==> src/rtl/bdlp_pkg.sv <==
// ----------------------------------------------------------------------------
// bdlp_pkg
// Shared types and constants of the button debouncer with long press
// detection: register map, reset values and the configuration bundle.
// ----------------------------------------------------------------------------
package bdlp_pkg;

  // counter width default
  localparam int COUNT_WIDTH_DEF = 16;

  // register map
  localparam int ADDR_W = 4;
  localparam int DATA_W = 32;
  localparam logic [1:0] REG_DEBOUNCE_TICKS   = 2'd0;
  localparam logic [1:0] REG_LONG_PRESS_TICKS = 2'd1;
  localparam logic [1:0] REG_ACTIVE_HIGH      = 2'd2;

  // register reset values
  localparam logic [15:0] DEBOUNCE_TICKS_RST   = 16'd50;
  localparam logic [15:0] LONG_PRESS_TICKS_RST = 16'd1000;
  localparam logic        ACTIVE_HIGH_RST      = 1'b1;

  // configuration bundle handed from the register block
  typedef struct packed {
    logic [15:0] debounce_ticks;
    logic [15:0] long_press_ticks;
    logic        active_high;
  } bdlp_cfg_t;

endpackage

==> src/rtl/bdlp_regs.sv <==
// ----------------------------------------------------------------------------
// bdlp_regs
// APB-style configuration registers: debounce wait, long press limit and
// active level. Always ready, writes in the access cycle.
// ----------------------------------------------------------------------------
module bdlp_regs (
  input  logic                       clk,
  input  logic                       rst,
  input  logic                       psel,
  input  logic                       penable,
  input  logic                       pwrite,
  input  logic [bdlp_pkg::ADDR_W-1:0] paddr,
  input  logic [bdlp_pkg::DATA_W-1:0] pwdata,
  output logic [bdlp_pkg::DATA_W-1:0] prdata,
  output logic                       pready,
  output bdlp_pkg::bdlp_cfg_t        cfg
);
  import bdlp_pkg::*;

  logic [1:0] reg_index;
  logic       wr_en;

  assign reg_index = paddr[3:2];
  assign wr_en     = psel && penable && pwrite;
  assign pready    = 1'b1;

  // register writes
  always_ff @(posedge clk) begin
    if (rst) begin
      cfg.debounce_ticks   <= DEBOUNCE_TICKS_RST;
      cfg.long_press_ticks <= LONG_PRESS_TICKS_RST;
      cfg.active_high      <= ACTIVE_HIGH_RST;
    end else if (wr_en) begin
      unique case (reg_index)
        REG_DEBOUNCE_TICKS:   cfg.debounce_ticks   <= pwdata[15:0];
        REG_LONG_PRESS_TICKS: cfg.long_press_ticks <= pwdata[15:0];
        REG_ACTIVE_HIGH:      cfg.active_high      <= pwdata[0];
        default: ;
      endcase
    end
  end

  // read mux
  always_comb begin
    unique case (reg_index)
      REG_DEBOUNCE_TICKS:   prdata = {16'd0, cfg.debounce_ticks};
      REG_LONG_PRESS_TICKS: prdata = {16'd0, cfg.long_press_ticks};
      REG_ACTIVE_HIGH:      prdata = {31'd0, cfg.active_high};
      default:              prdata = '0;
    endcase
  end

endmodule

==> src/rtl/button_debounce_long_press_core.sv <==
// ----------------------------------------------------------------------------
// button_debounce_long_press_core
// Debouncer with press, release and long press events, one tick per item.
// ----------------------------------------------------------------------------
// Each accepted item is one millisecond tick with the raw pin level and a
// consume flag. The block takes one item every clock cycle unless the result
// register stalls, and returns its result item in the next cycle from that
// register; the rate is set by the state update (two saturating counters, two
// compares and the phase logic). An item is accepted only when the result
// register is free or its result is being taken in the same cycle. Counters are
// COUNT_WIDTH bits wide and saturate. The user writes configuration through
// the APB-style port only while no item is in flight; the block does not enforce it.
module button_debounce_long_press_core #(
  parameter int COUNT_WIDTH = bdlp_pkg::COUNT_WIDTH_DEF
) (
  input  logic                        clk,
  input  logic                        rst,
  // input channel
  input  logic                        in_valid,
  output logic                        in_ready,
  input  logic                        pin_level,
  input  logic                        read_events,
  // result channel
  output logic                        out_valid,
  input  logic                        out_ready,
  output logic                        is_pressed,
  output logic                        is_long_pressed,
  output logic                        pressed_event,
  output logic                        released_event,
  output logic                        long_press_event,
  // configuration port
  input  logic                        psel,
  input  logic                        penable,
  input  logic                        pwrite,
  input  logic [bdlp_pkg::ADDR_W-1:0] paddr,
  input  logic [bdlp_pkg::DATA_W-1:0] pwdata,
  output logic [bdlp_pkg::DATA_W-1:0] prdata,
  output logic                        pready
);
  import bdlp_pkg::*;

  typedef enum logic [1:0] {
    PH_UNINIT = 2'd0,
    PH_IDLE   = 2'd1,
    PH_WAIT   = 2'd2
  } phase_t;

  bdlp_cfg_t cfg;

  phase_t                 phase, phase_next;
  logic                   stable_level, stable_level_next;
  logic [COUNT_WIDTH-1:0] debounce_count, debounce_count_next;
  logic [COUNT_WIDTH-1:0] hold_count, hold_count_next;
  logic                   press_latch, press_latch_next;
  logic                   release_latch, release_latch_next;
  logic                   long_reported, long_reported_next;

  logic [COUNT_WIDTH-1:0] debounce_inc, hold_inc;
  logic                   wait_done;
  logic                   pressed, longp, lpev;
  logic                   in_accept;

  // configuration registers
  bdlp_regs u_regs (
    .clk     (clk),
    .rst     (rst),
    .psel    (psel),
    .penable (penable),
    .pwrite  (pwrite),
    .paddr   (paddr),
    .pwdata  (pwdata),
    .prdata  (prdata),
    .pready  (pready),
    .cfg     (cfg)
  );

  // accept while the result register is free or draining
  assign in_ready  = !out_valid || out_ready;
  assign in_accept = in_valid && in_ready;

  // saturating counters
  assign debounce_inc = (&debounce_count) ? debounce_count : debounce_count + 1'b1;
  assign hold_inc     = (&hold_count) ? hold_count : hold_count + 1'b1;
  assign wait_done    = {16'd0, debounce_inc} >= {{COUNT_WIDTH{1'b0}}, cfg.debounce_ticks};

  // per-tick update
  always_comb begin
    phase_next          = phase;
    stable_level_next   = stable_level;
    debounce_count_next = debounce_inc;
    hold_count_next     = hold_inc;
    press_latch_next    = press_latch;
    release_latch_next  = release_latch;
    long_reported_next  = long_reported;

    unique case (phase)
      PH_UNINIT: begin
        stable_level_next   = pin_level;
        hold_count_next     = '0;
        debounce_count_next = '0;
        phase_next          = PH_WAIT;
      end
      PH_WAIT: begin
        if (wait_done) begin
          if (pin_level != stable_level) begin
            stable_level_next = pin_level;
            hold_count_next   = '0;
            if (pin_level == cfg.active_high) begin
              press_latch_next   = 1'b1;
              long_reported_next = 1'b0;
            end else begin
              release_latch_next = 1'b1;
            end
          end
          phase_next = PH_IDLE;
        end
      end
      default: begin
        // idle, and the unused code behaves as idle
        if (pin_level != stable_level) begin
          debounce_count_next = '0;
          phase_next          = PH_WAIT;
        end
      end
    endcase

    pressed = (stable_level_next == cfg.active_high);
    longp   = pressed &&
              ({16'd0, hold_count_next} > {{COUNT_WIDTH{1'b0}}, cfg.long_press_ticks});
    lpev    = read_events && longp && !long_reported_next;
  end

  // state and result register
  always_ff @(posedge clk) begin
    if (rst) begin
      phase          <= PH_UNINIT;
      stable_level   <= 1'b0;
      debounce_count <= '0;
      hold_count     <= '0;
      press_latch    <= 1'b0;
      release_latch  <= 1'b0;
      long_reported  <= 1'b0;
      out_valid      <= 1'b0;
    end else begin
      out_valid <= in_accept || (out_valid && !out_ready);
      if (in_accept) begin
        phase          <= phase_next;
        stable_level   <= stable_level_next;
        debounce_count <= debounce_count_next;
        hold_count     <= hold_count_next;
        press_latch    <= press_latch_next && !read_events;
        release_latch  <= release_latch_next && !read_events;
        long_reported  <= long_reported_next || lpev;
      end
    end
    // result payload
    if (in_accept) begin
      is_pressed       <= pressed;
      is_long_pressed  <= longp;
      pressed_event    <= press_latch_next;
      released_event   <= release_latch_next;
      long_press_event <= lpev;
    end
  end

endmodule

==> config.mk <==
export PLATFORM = sky130hd
export DESIGN_NAME = button_debounce_long_press_core
export DESIGN_NICKNAME = d
export VERILOG_FILES = /design/src/rtl/bdlp_pkg.sv /design/src/rtl/bdlp_regs.sv /design/src/rtl/button_debounce_long_press_core.sv
export SDC_FILE = /design/constraint.sdc
export NUM_CORES = 1
export LEC_CHECK = 0
export BUFFER_PORTS_ARGS = -buffer_cell sky130_fd_sc_hd__clkbuf_2
export CORE_AREA = 2 2 136 138
export DETAILED_ROUTE_END_ITERATION = 12
export DIE_AREA = 0 0 138 140
export PLACE_DENSITY = 0.55
export SETUP_SLACK_MARGIN = 0.15
export SLEW_MARGIN = 20
export SYNTH_ARGS = -nofsm -noshare
export SYNTH_HDL_FRONTEND = slang
export SYNTH_HIERARCHICAL = 1
export SYNTH_SLANG_ARGS = --single-unit
==> constraint.sdc <==
create_clock -name clk -period 6.4 [get_ports clk]
set_clock_uncertainty 0.15 [all_clocks]
set_input_delay 1.28 -clock clk [delete_from_list [all_inputs] [get_ports clk]]
set_output_delay 1.28 -clock clk [all_outputs]
set_load 0.03 [all_outputs]
==> results of run 1 <==
-- worst max-delay path, stage by stage (launching register included) --
cell	delay, ns
dfxtp_1	0.43
nand3_2	0.13
or3_4	0.38
or4_4	0.60
nand2b_4	0.13
nor2_2	0.05
nand3_1	0.12
xnor2_1	0.08
ha_1	0.32
nand4_1	0.10
or4b_1	0.62
a31o_2	0.29
a21oi_4	0.14
buf_12	0.14
a311oi_1	0.06
ha_1	0.29
and2_1	0.14
nand3_1	0.10
or4_1	0.53
a21oi_1	0.15
a211o_1	0.11
o21ai_1	0.17
a2111oi_1	0.40
-- state kept, by name, indices dropped and copies added (netlist names), 2 cells and up --
| signal | flops |
|---|---|
| debounce_count | 16 |
| phase | 2 |
| hold_count | 16 |
| u_regs/cfg | 33 |
-- how the worst min path moves through the flow --
stage | slack [ns] | depth (start not counted) | start | end
6_report | 0.33 | 2 | press_latch | press_latch
5_1_grt | 0.36 | 2 | hold_count[1] | hold_count[1]
4_1_cts | 0.33 | 2 | press_latch | press_latch
3_5_place_dp | 0.32 | 2 | long_reported | long_reported
3_3_place_gp | 0.32 | 1 | debounce_count[11] | debounce_count[11]
2_1_floorplan | 0.30 | 1 | debounce_count[11] | debounce_count[11]
-- placed cells by master, fill, tap and decap left out, drive strengths merged, types with 3 or more instances in the layout --
cell,instances
xnor2,13
nand3b,3
o21a,4
nor2,99
nand3,20
and3,3
or4,3
a22oi,7
and4,4
clkinv,4
nand4,13
conb,17
a21oi,30
a211oi,4
nand2,36
nand2b,46
nor3,16
o21ai,13
nor2b,3
buf,9
a2bb2oi,9
mux2i,62
a31oi,3
a41oi,3
edfxtp,5
ha,34
a21o,4
or3,4
dfxtp,72
inv,38
xor2,10
a311oi,3
clkbuf,59
-- metal layers --
metal | part of all wire (%) | global-route usage [%]
met3 | 3.9 | 3.38
met4 | 1.3 | 4.51
met5 | 0 | 0
met1 | 50 | 17.8
met2 | 45 | 20.5
-- synth_stat cells, types with 3 or more instances --
cell type	n	area share [%]
a21o_1	4	0.57
nor3_1	15	1.4
nand3b_1	3	0.42
or3_1	3	0.35
a22oi_1	7	0.99
ha_1	34	8.0
a31oi_1	3	0.35
nand2b_1	45	5.3
a2bb2oi_1	5	0.83
xnor2_1	12	2.0
a21oi_1	29	2.7
a211oi_1	4	0.57
nor2_1	97	6.9
a2bb2oi_2	4	1.1
nand2_1	35	2.5
clkbuf_1	16	1.1
o21a_1	4	0.57
a311oi_1	3	0.50
buf_6	3	0.64
mux2i_1	62	12
nor2b_1	3	0.35
nand3_1	18	1.7
and3_1	3	0.35
o21ai_0	12	1.1
buf_2	6	0.57
edfxtp_1	5	2.8
dfxtp_1	72	27
inv_1	38	2.7
xor2_1	10	1.7
nand4_1	12	1.4
a41oi_1	3	0.50
buf_4	21	3.0
and4_1	4	0.66
-- logic make-up (layout without fill, tap and decap cells) --
logic type / Yosys count / count (layout)
xor gates and xnor gates: 23 / 23
buffers and inverters: 86 / 112
DFF: 77 / 77
adders and majority gates: 34 / 34
other: 2 / 17
and+or+nand+nor: 259 / 259
AOI/OAI and AO/OA: 94 / 94
muxes: 63 / 63
-- metrics by stage --
stage / setup slack, ns / total power [mW] / cells / hold WS (ns)
2_1_floorplan: 0.874 / 0.606 / 653 / 0.295
3_3_place_gp: 0.331 / 0.632 / 891 / 0.319
3_5_place_dp: 0.322 / 0.632 / 891 / 0.322
4_1_cts: 0.294 / 1.22 / 906 / 0.333
5_1_grt: 0.202 / 1.25 / 908 / 0.364
6_report: 0.529 / 1.20 / 908 / 0.329
-- cell type report --
type	count	area, sq um	area share, %
Multi-Input combinational cell	490	3350	55.5
Sequential cell	77	1590	26.4
Timing Repair Buffer	58	325	5.40
Tap cell	229	287	4.75
Clock buffer	10	250	4.15
Inverter	39	146	2.43
Clock inverter	5	82.6	1.37
-- power breakdown --
group	internal (mW)	total, mW	switching, mW
combinational	0.0432	0.127	0.0841
clock	0.364	0.579	0.216
sequential	0.491	0.497	0.00584
-- repair_timing --
action,4_1_cts,5_1_grt
buffers inserted,0,2
setup endpoints to repair,0,3
resized for setup,0,3
==> flow_summary.yaml, run 1 <==
routing:
  wl_per_cell_microns: 13.7
  wl_microns: 12500
  vias_per_cell: 4.74
  drtAntennaViolNets: 0
  num_vias: 4305
  firstDrtPassIters: 4
  route.detailed.drc: 0
  drt_iter0_drc: 280
synthesis:
  synth_cells: 638
  synthArstFlopShare_pct: 0
  synth_warnings: 6
  synth_compound_area_share_pct: 12.6
  avgSynthCellArea_sq_um: 8.31
  yosys.area_share.simple_pct: 25.2
  netlist_area_sq_um: 5300
  ys_seq_area_share_pct: 30.0
  ys.flop_type: "dfxtp_1"
  synth-seq-cells: 77
  synth_top_family_by_area: "simple AND/OR/NAND/NOR gates"
  synth_fa_ha_area_share_pct: 8.02
  synth_mux_area_share_pct: 11.9
  synth_edf_count: 5
  yosys.cell_types.count: 68
  synthXorXnorAreaFrac_pct: 3.94
sta:
  setup-violations-final: 0
  drv_slew: 0
  post-route-period-util_pct: 91.7
  worstMarginPinSlew_ns: 0.797
  period_minus_slack_ns: 5.87
  fin_tns_setup_ns: 0
  fmax_mhz: 170
  max_slew_margin_pct: 46.8
  hold_violations: 0
  rsz0062_at_grt: "false"
cts:
  clkSinkCount: 77
  root_buffer: "clkbuf_16"
  ctsHoldBuffers: 0
  insertion_delay_ns: 0.35
  clock_path_buffers: 2
  cts_tree: "built"
  htreeDepth: 3
  clk_transition_reported_paths_ns: 0.06
  numCtsBuffers: 9
global_route:
  first_global_vias: 3926
  grt_pass1_wl_microns: 20400
  grt_max_degree: 87
  antenna_found_initial: 0
  grt_overflow_total: 0
  track_usage_pct: 13.2
setup_path:
  r2r_cells: 22
  end_kind: "flop"
  r2r-start: "debounce_count[9]"
  cp-startpoint: "debounce_count[9]"
  cp.required_ns: 6.40
  cp-endpoint: "long_press_event"
  critPathLaunchType: "flop"
  r2r-end: "long_press_event"
  arrival_ns: 5.87
  path_class: "reg -> reg"
  regToRegSetupSlack_ns: 0.53
  worstPathMaxFanout: 12
power_and_ir_drop:
  leakage_nw: 2.57
  ir_drop_mv: 0.130
  power.density_nw_per_um2: 200
placement:
  io_buffer_count: 49
  place_hpwl_microns: 9190
  gp_congestion: 0.783
  post_dp_cell_area_sq_um: 5660
outcome:
  outcome: "complete, no violations"
floorplan:
  die_area_sq_um: 19300
  placementRows: 49
  die_width_microns: 138
  core_area_sq_um: 17800
  io_pins: 85
  die_y_microns: 140
  start_util_pct: 29.8
job:
  cap_violations: 0
min_path:
  hp-class: "reg -> reg"
finish:
  antenna_cells: 0
  area_delta_synth_final_pct: 13.7
  drive_above_1_share_pct: 14.6
  fillers: 1899
  final_nets: 754
  final_area_sq_um: 6030
  finish.utilization_pct: 33.9
No activity file was read; power rests on OpenSTA's default activity.
==> run 2: changes to the inputs <==
CORE_AREA = 2 2 119 121   (was 2 2 136 138)
DIE_AREA = 0 0 121 123   (was 0 0 138 140)
PLACE_DENSITY = 0.67   (was 0.55)
REMOVE_ABC_BUFFERS = 1   (was not set)
==> run 2 against run 1 <==
Compared with the run above:
- critical path depth unchanged
- hold slack is essentially flat
- combinational power barely moved
- largest power group unchanged
- utilization rose by 10 points
- non-clock buffer count increased by 5
- maximum frequency is 1.2% lower
- total power fell by 2.4%
- via count grew 1.1%
- first-iteration DRC count up 24%
==> flow_summary.yaml, run 2 (same netlist as run 1, synthesis figures left out) <==
routing:
  wl_microns: 11800
  wl_met3_microns: 645
  highest_layer: "met4"
  firstDrtPassIters: 5
  drt_iter0_drc: 348
  wl_per_cell_microns: 13.7
  routed-wl-met2_microns: 4930
  vias_per_cell: 5.03
  drt-met1-wl_microns: 6140
  num_vias: 4351
  drtAntennaViolNets: 0
  route.detailed.drc: 0
placement:
  io_buffer_count: 49
  place_hpwl_microns: 8640
  gp_congestion: 0.818
  dp_worst_setup_slack_ns: 0.182
power_and_ir_drop:
  ir_drop_mv: 0.112
  clkPwrFrac_pct: 46.9
  p_sw_share_pct: 25.6
  power.switching_mw: 0.301
  p_int_mw: 0.874
  pwr-share-comb_pct: 10.9
  power.density_nw_per_um2: 196
  leakage_nw: 2.59
  seq_power_share_pct: 42.2
  power_mw: 1.17
finish:
  final_cell_mix: "97 x nor2_1, 71 x dfxtp_1, 62 x mux2i_1"
  layout_commonest_cell: "nor2_1"
  final_nets: 759
  drive_above_1_share_pct: 15.2
  largest_register_ffs: 33
  area_delta_synth_final_pct: 13.1
  largest-register: "u_regs/cfg"
  reg_top3: "u_regs/cfg (33), debounce_count (16), hold_count (16)"
  antenna_cells: 0
sta:
  rsz0062_at_grt: "false"
  post-route-period-util_pct: 92.9
  holdWs_ns: 0.329
  worstMarginPinSlew_ns: 0.719
  fin_tns_setup_ns: 0
  period_minus_slack_ns: 5.94
  drv_slew: 0
  hold_violations: 0
  setup-violations-final: 0
  max_slew_margin_pct: 52.0
  fmax_mhz: 168
  finalWorstSetupSlack_ns: 0.455
min_path:
  hp-start: "press_latch"
  hp-class: "reg -> reg"
  hold_path_end: "press_latch"
  whs_path_depth: 2
setup_path:
  crit_slowest_cell: "or4_4"
  critPathBufInv: 3
  crit_top_cell: "ha_1"
  path_cells: "clkinv_1 > or3_4 > or4_4 > nand4_4 > nor2_1 > xor2_1 > ha_1 > nand4_1 > or4b_1 > a31o_2 > a21oi_4 > buf_12 > a311oi_1 > ha_1 > and2_1 > nand3_1 > or4_1 > a21oi_1 > a211o_1 > o21ai_1 > buf_4 > o41ai_1"
  cp_slowest_stage_delay_ns: 0.60
  cp.required_ns: 6.49
  worstPathMaxFanout: 7
  end_kind: "flop"
  r2r_cells: 22
  critPathLaunchType: "flop"
  r2r-end: "long_reported"
  r2r-start: "debounce_count[11]"
  critical-path-top-delay-family: "simple AND/OR/NAND/NOR gates"
  path_class: "reg -> reg"
  regToRegSetupSlack_ns: 0.46
  arrival_ns: 6.04
cts:
  numCtsBuffers: 9
  clkSinkCount: 77
  insertion_delay_ns: 0.34
  root_buffer: "clkbuf_16"
  ctsHoldBuffers: 0
  cts_tree: "built"
  htreeDepth: 3
  clock_path_buffers: 2
  clk_transition_reported_paths_ns: 0.06
outcome:
  outcome: "complete, no violations"
floorplan:
  die_width_microns: 121
  start_util_pct: 39.0
  io_pins: 85
  core_area_sq_um: 13600
  die_area_sq_um: 14900
  placementRows: 43
  die_y_microns: 123
global_route:
  antenna_found_initial: 0
  track_usage_pct: 16.6
  grt_pass1_wl_microns: 19600
  first_global_vias: 3898
  grt_max_degree: 52
  grt_overflow_total: 0
job:
  cap_violations: 0
## run 2: changes by cell type in the layout (fill, tap and decap cells not counted), sizes merged
cell / previous run / this run
clkbuf: 59 / 58
buf: 9 / 14
clkinvlp: 0 / 1
clkinv: 4 / 5
## run 2: how the worst max path moves through the flow
stage	startpoint	endpoint	cells past startpoint
floorplan	debounce_count[8]	long_press_event	21
global placement	debounce_count[9]	long_press_event	20
detailed placement	debounce_count[11]	long_press_event	20
CTS	debounce_count[9]	long_press_event	20
global route	debounce_count[4]	long_reported	21
finish	debounce_count[11]	long_reported	22
## run 2: tightest hold or removal path, stage by stage, from the launching register on
cell	delay [ns]
dfxtp_1	0.30
inv_1	0.06
a221oi_1	0.07
## run 2: power groups by stage
stage	Sequential (mW)	Combinational, mW	Clock [mW]
floorplan	0.510	0.0751	0
global placement	0.507	0.124	0
detailed placement	0.507	0.125	0
CTS	0.496	0.125	0.563
global route	0.497	0.140	0.581
finish	0.496	0.128	0.551
## run 2: cell type report
type                    count  area (sq um)
clock inverters             7          90.1
flip-flops and latches     77          1590
inverters                  39           146
fillers                  1363          7610
multi-input cells         490          3340
clock buffers               9           225
repair buffers             63           375
well taps                 180           225
## run 2: through the flow
step	cell area, sq um	utilization, %	std cells
finish	6000	44.1	865
global route	6000	44.1	865
CTS	5960	43.8	862
detailed placement	5640	41.4	846
global placement	5640	41.4	846
floorplan	5070	-	606
## run 2: timing repair
action	CTS	global route
endpoints found under the setup margin	1	3
gates cloned	0	0
gates resized for setup	1	2
pin swaps	0	3
setup buffers	0	3
endpoints found under the hold margin	0	0
## run 2: per-layer routing
metal / vias to the layer above / GRT usage (%)
met5: - / 0
li1: 2268 / -
met4: 0 / 3.71
met1: 1975 / 24.5
met3: 6 / 3.69
met2: 102 / 24.4
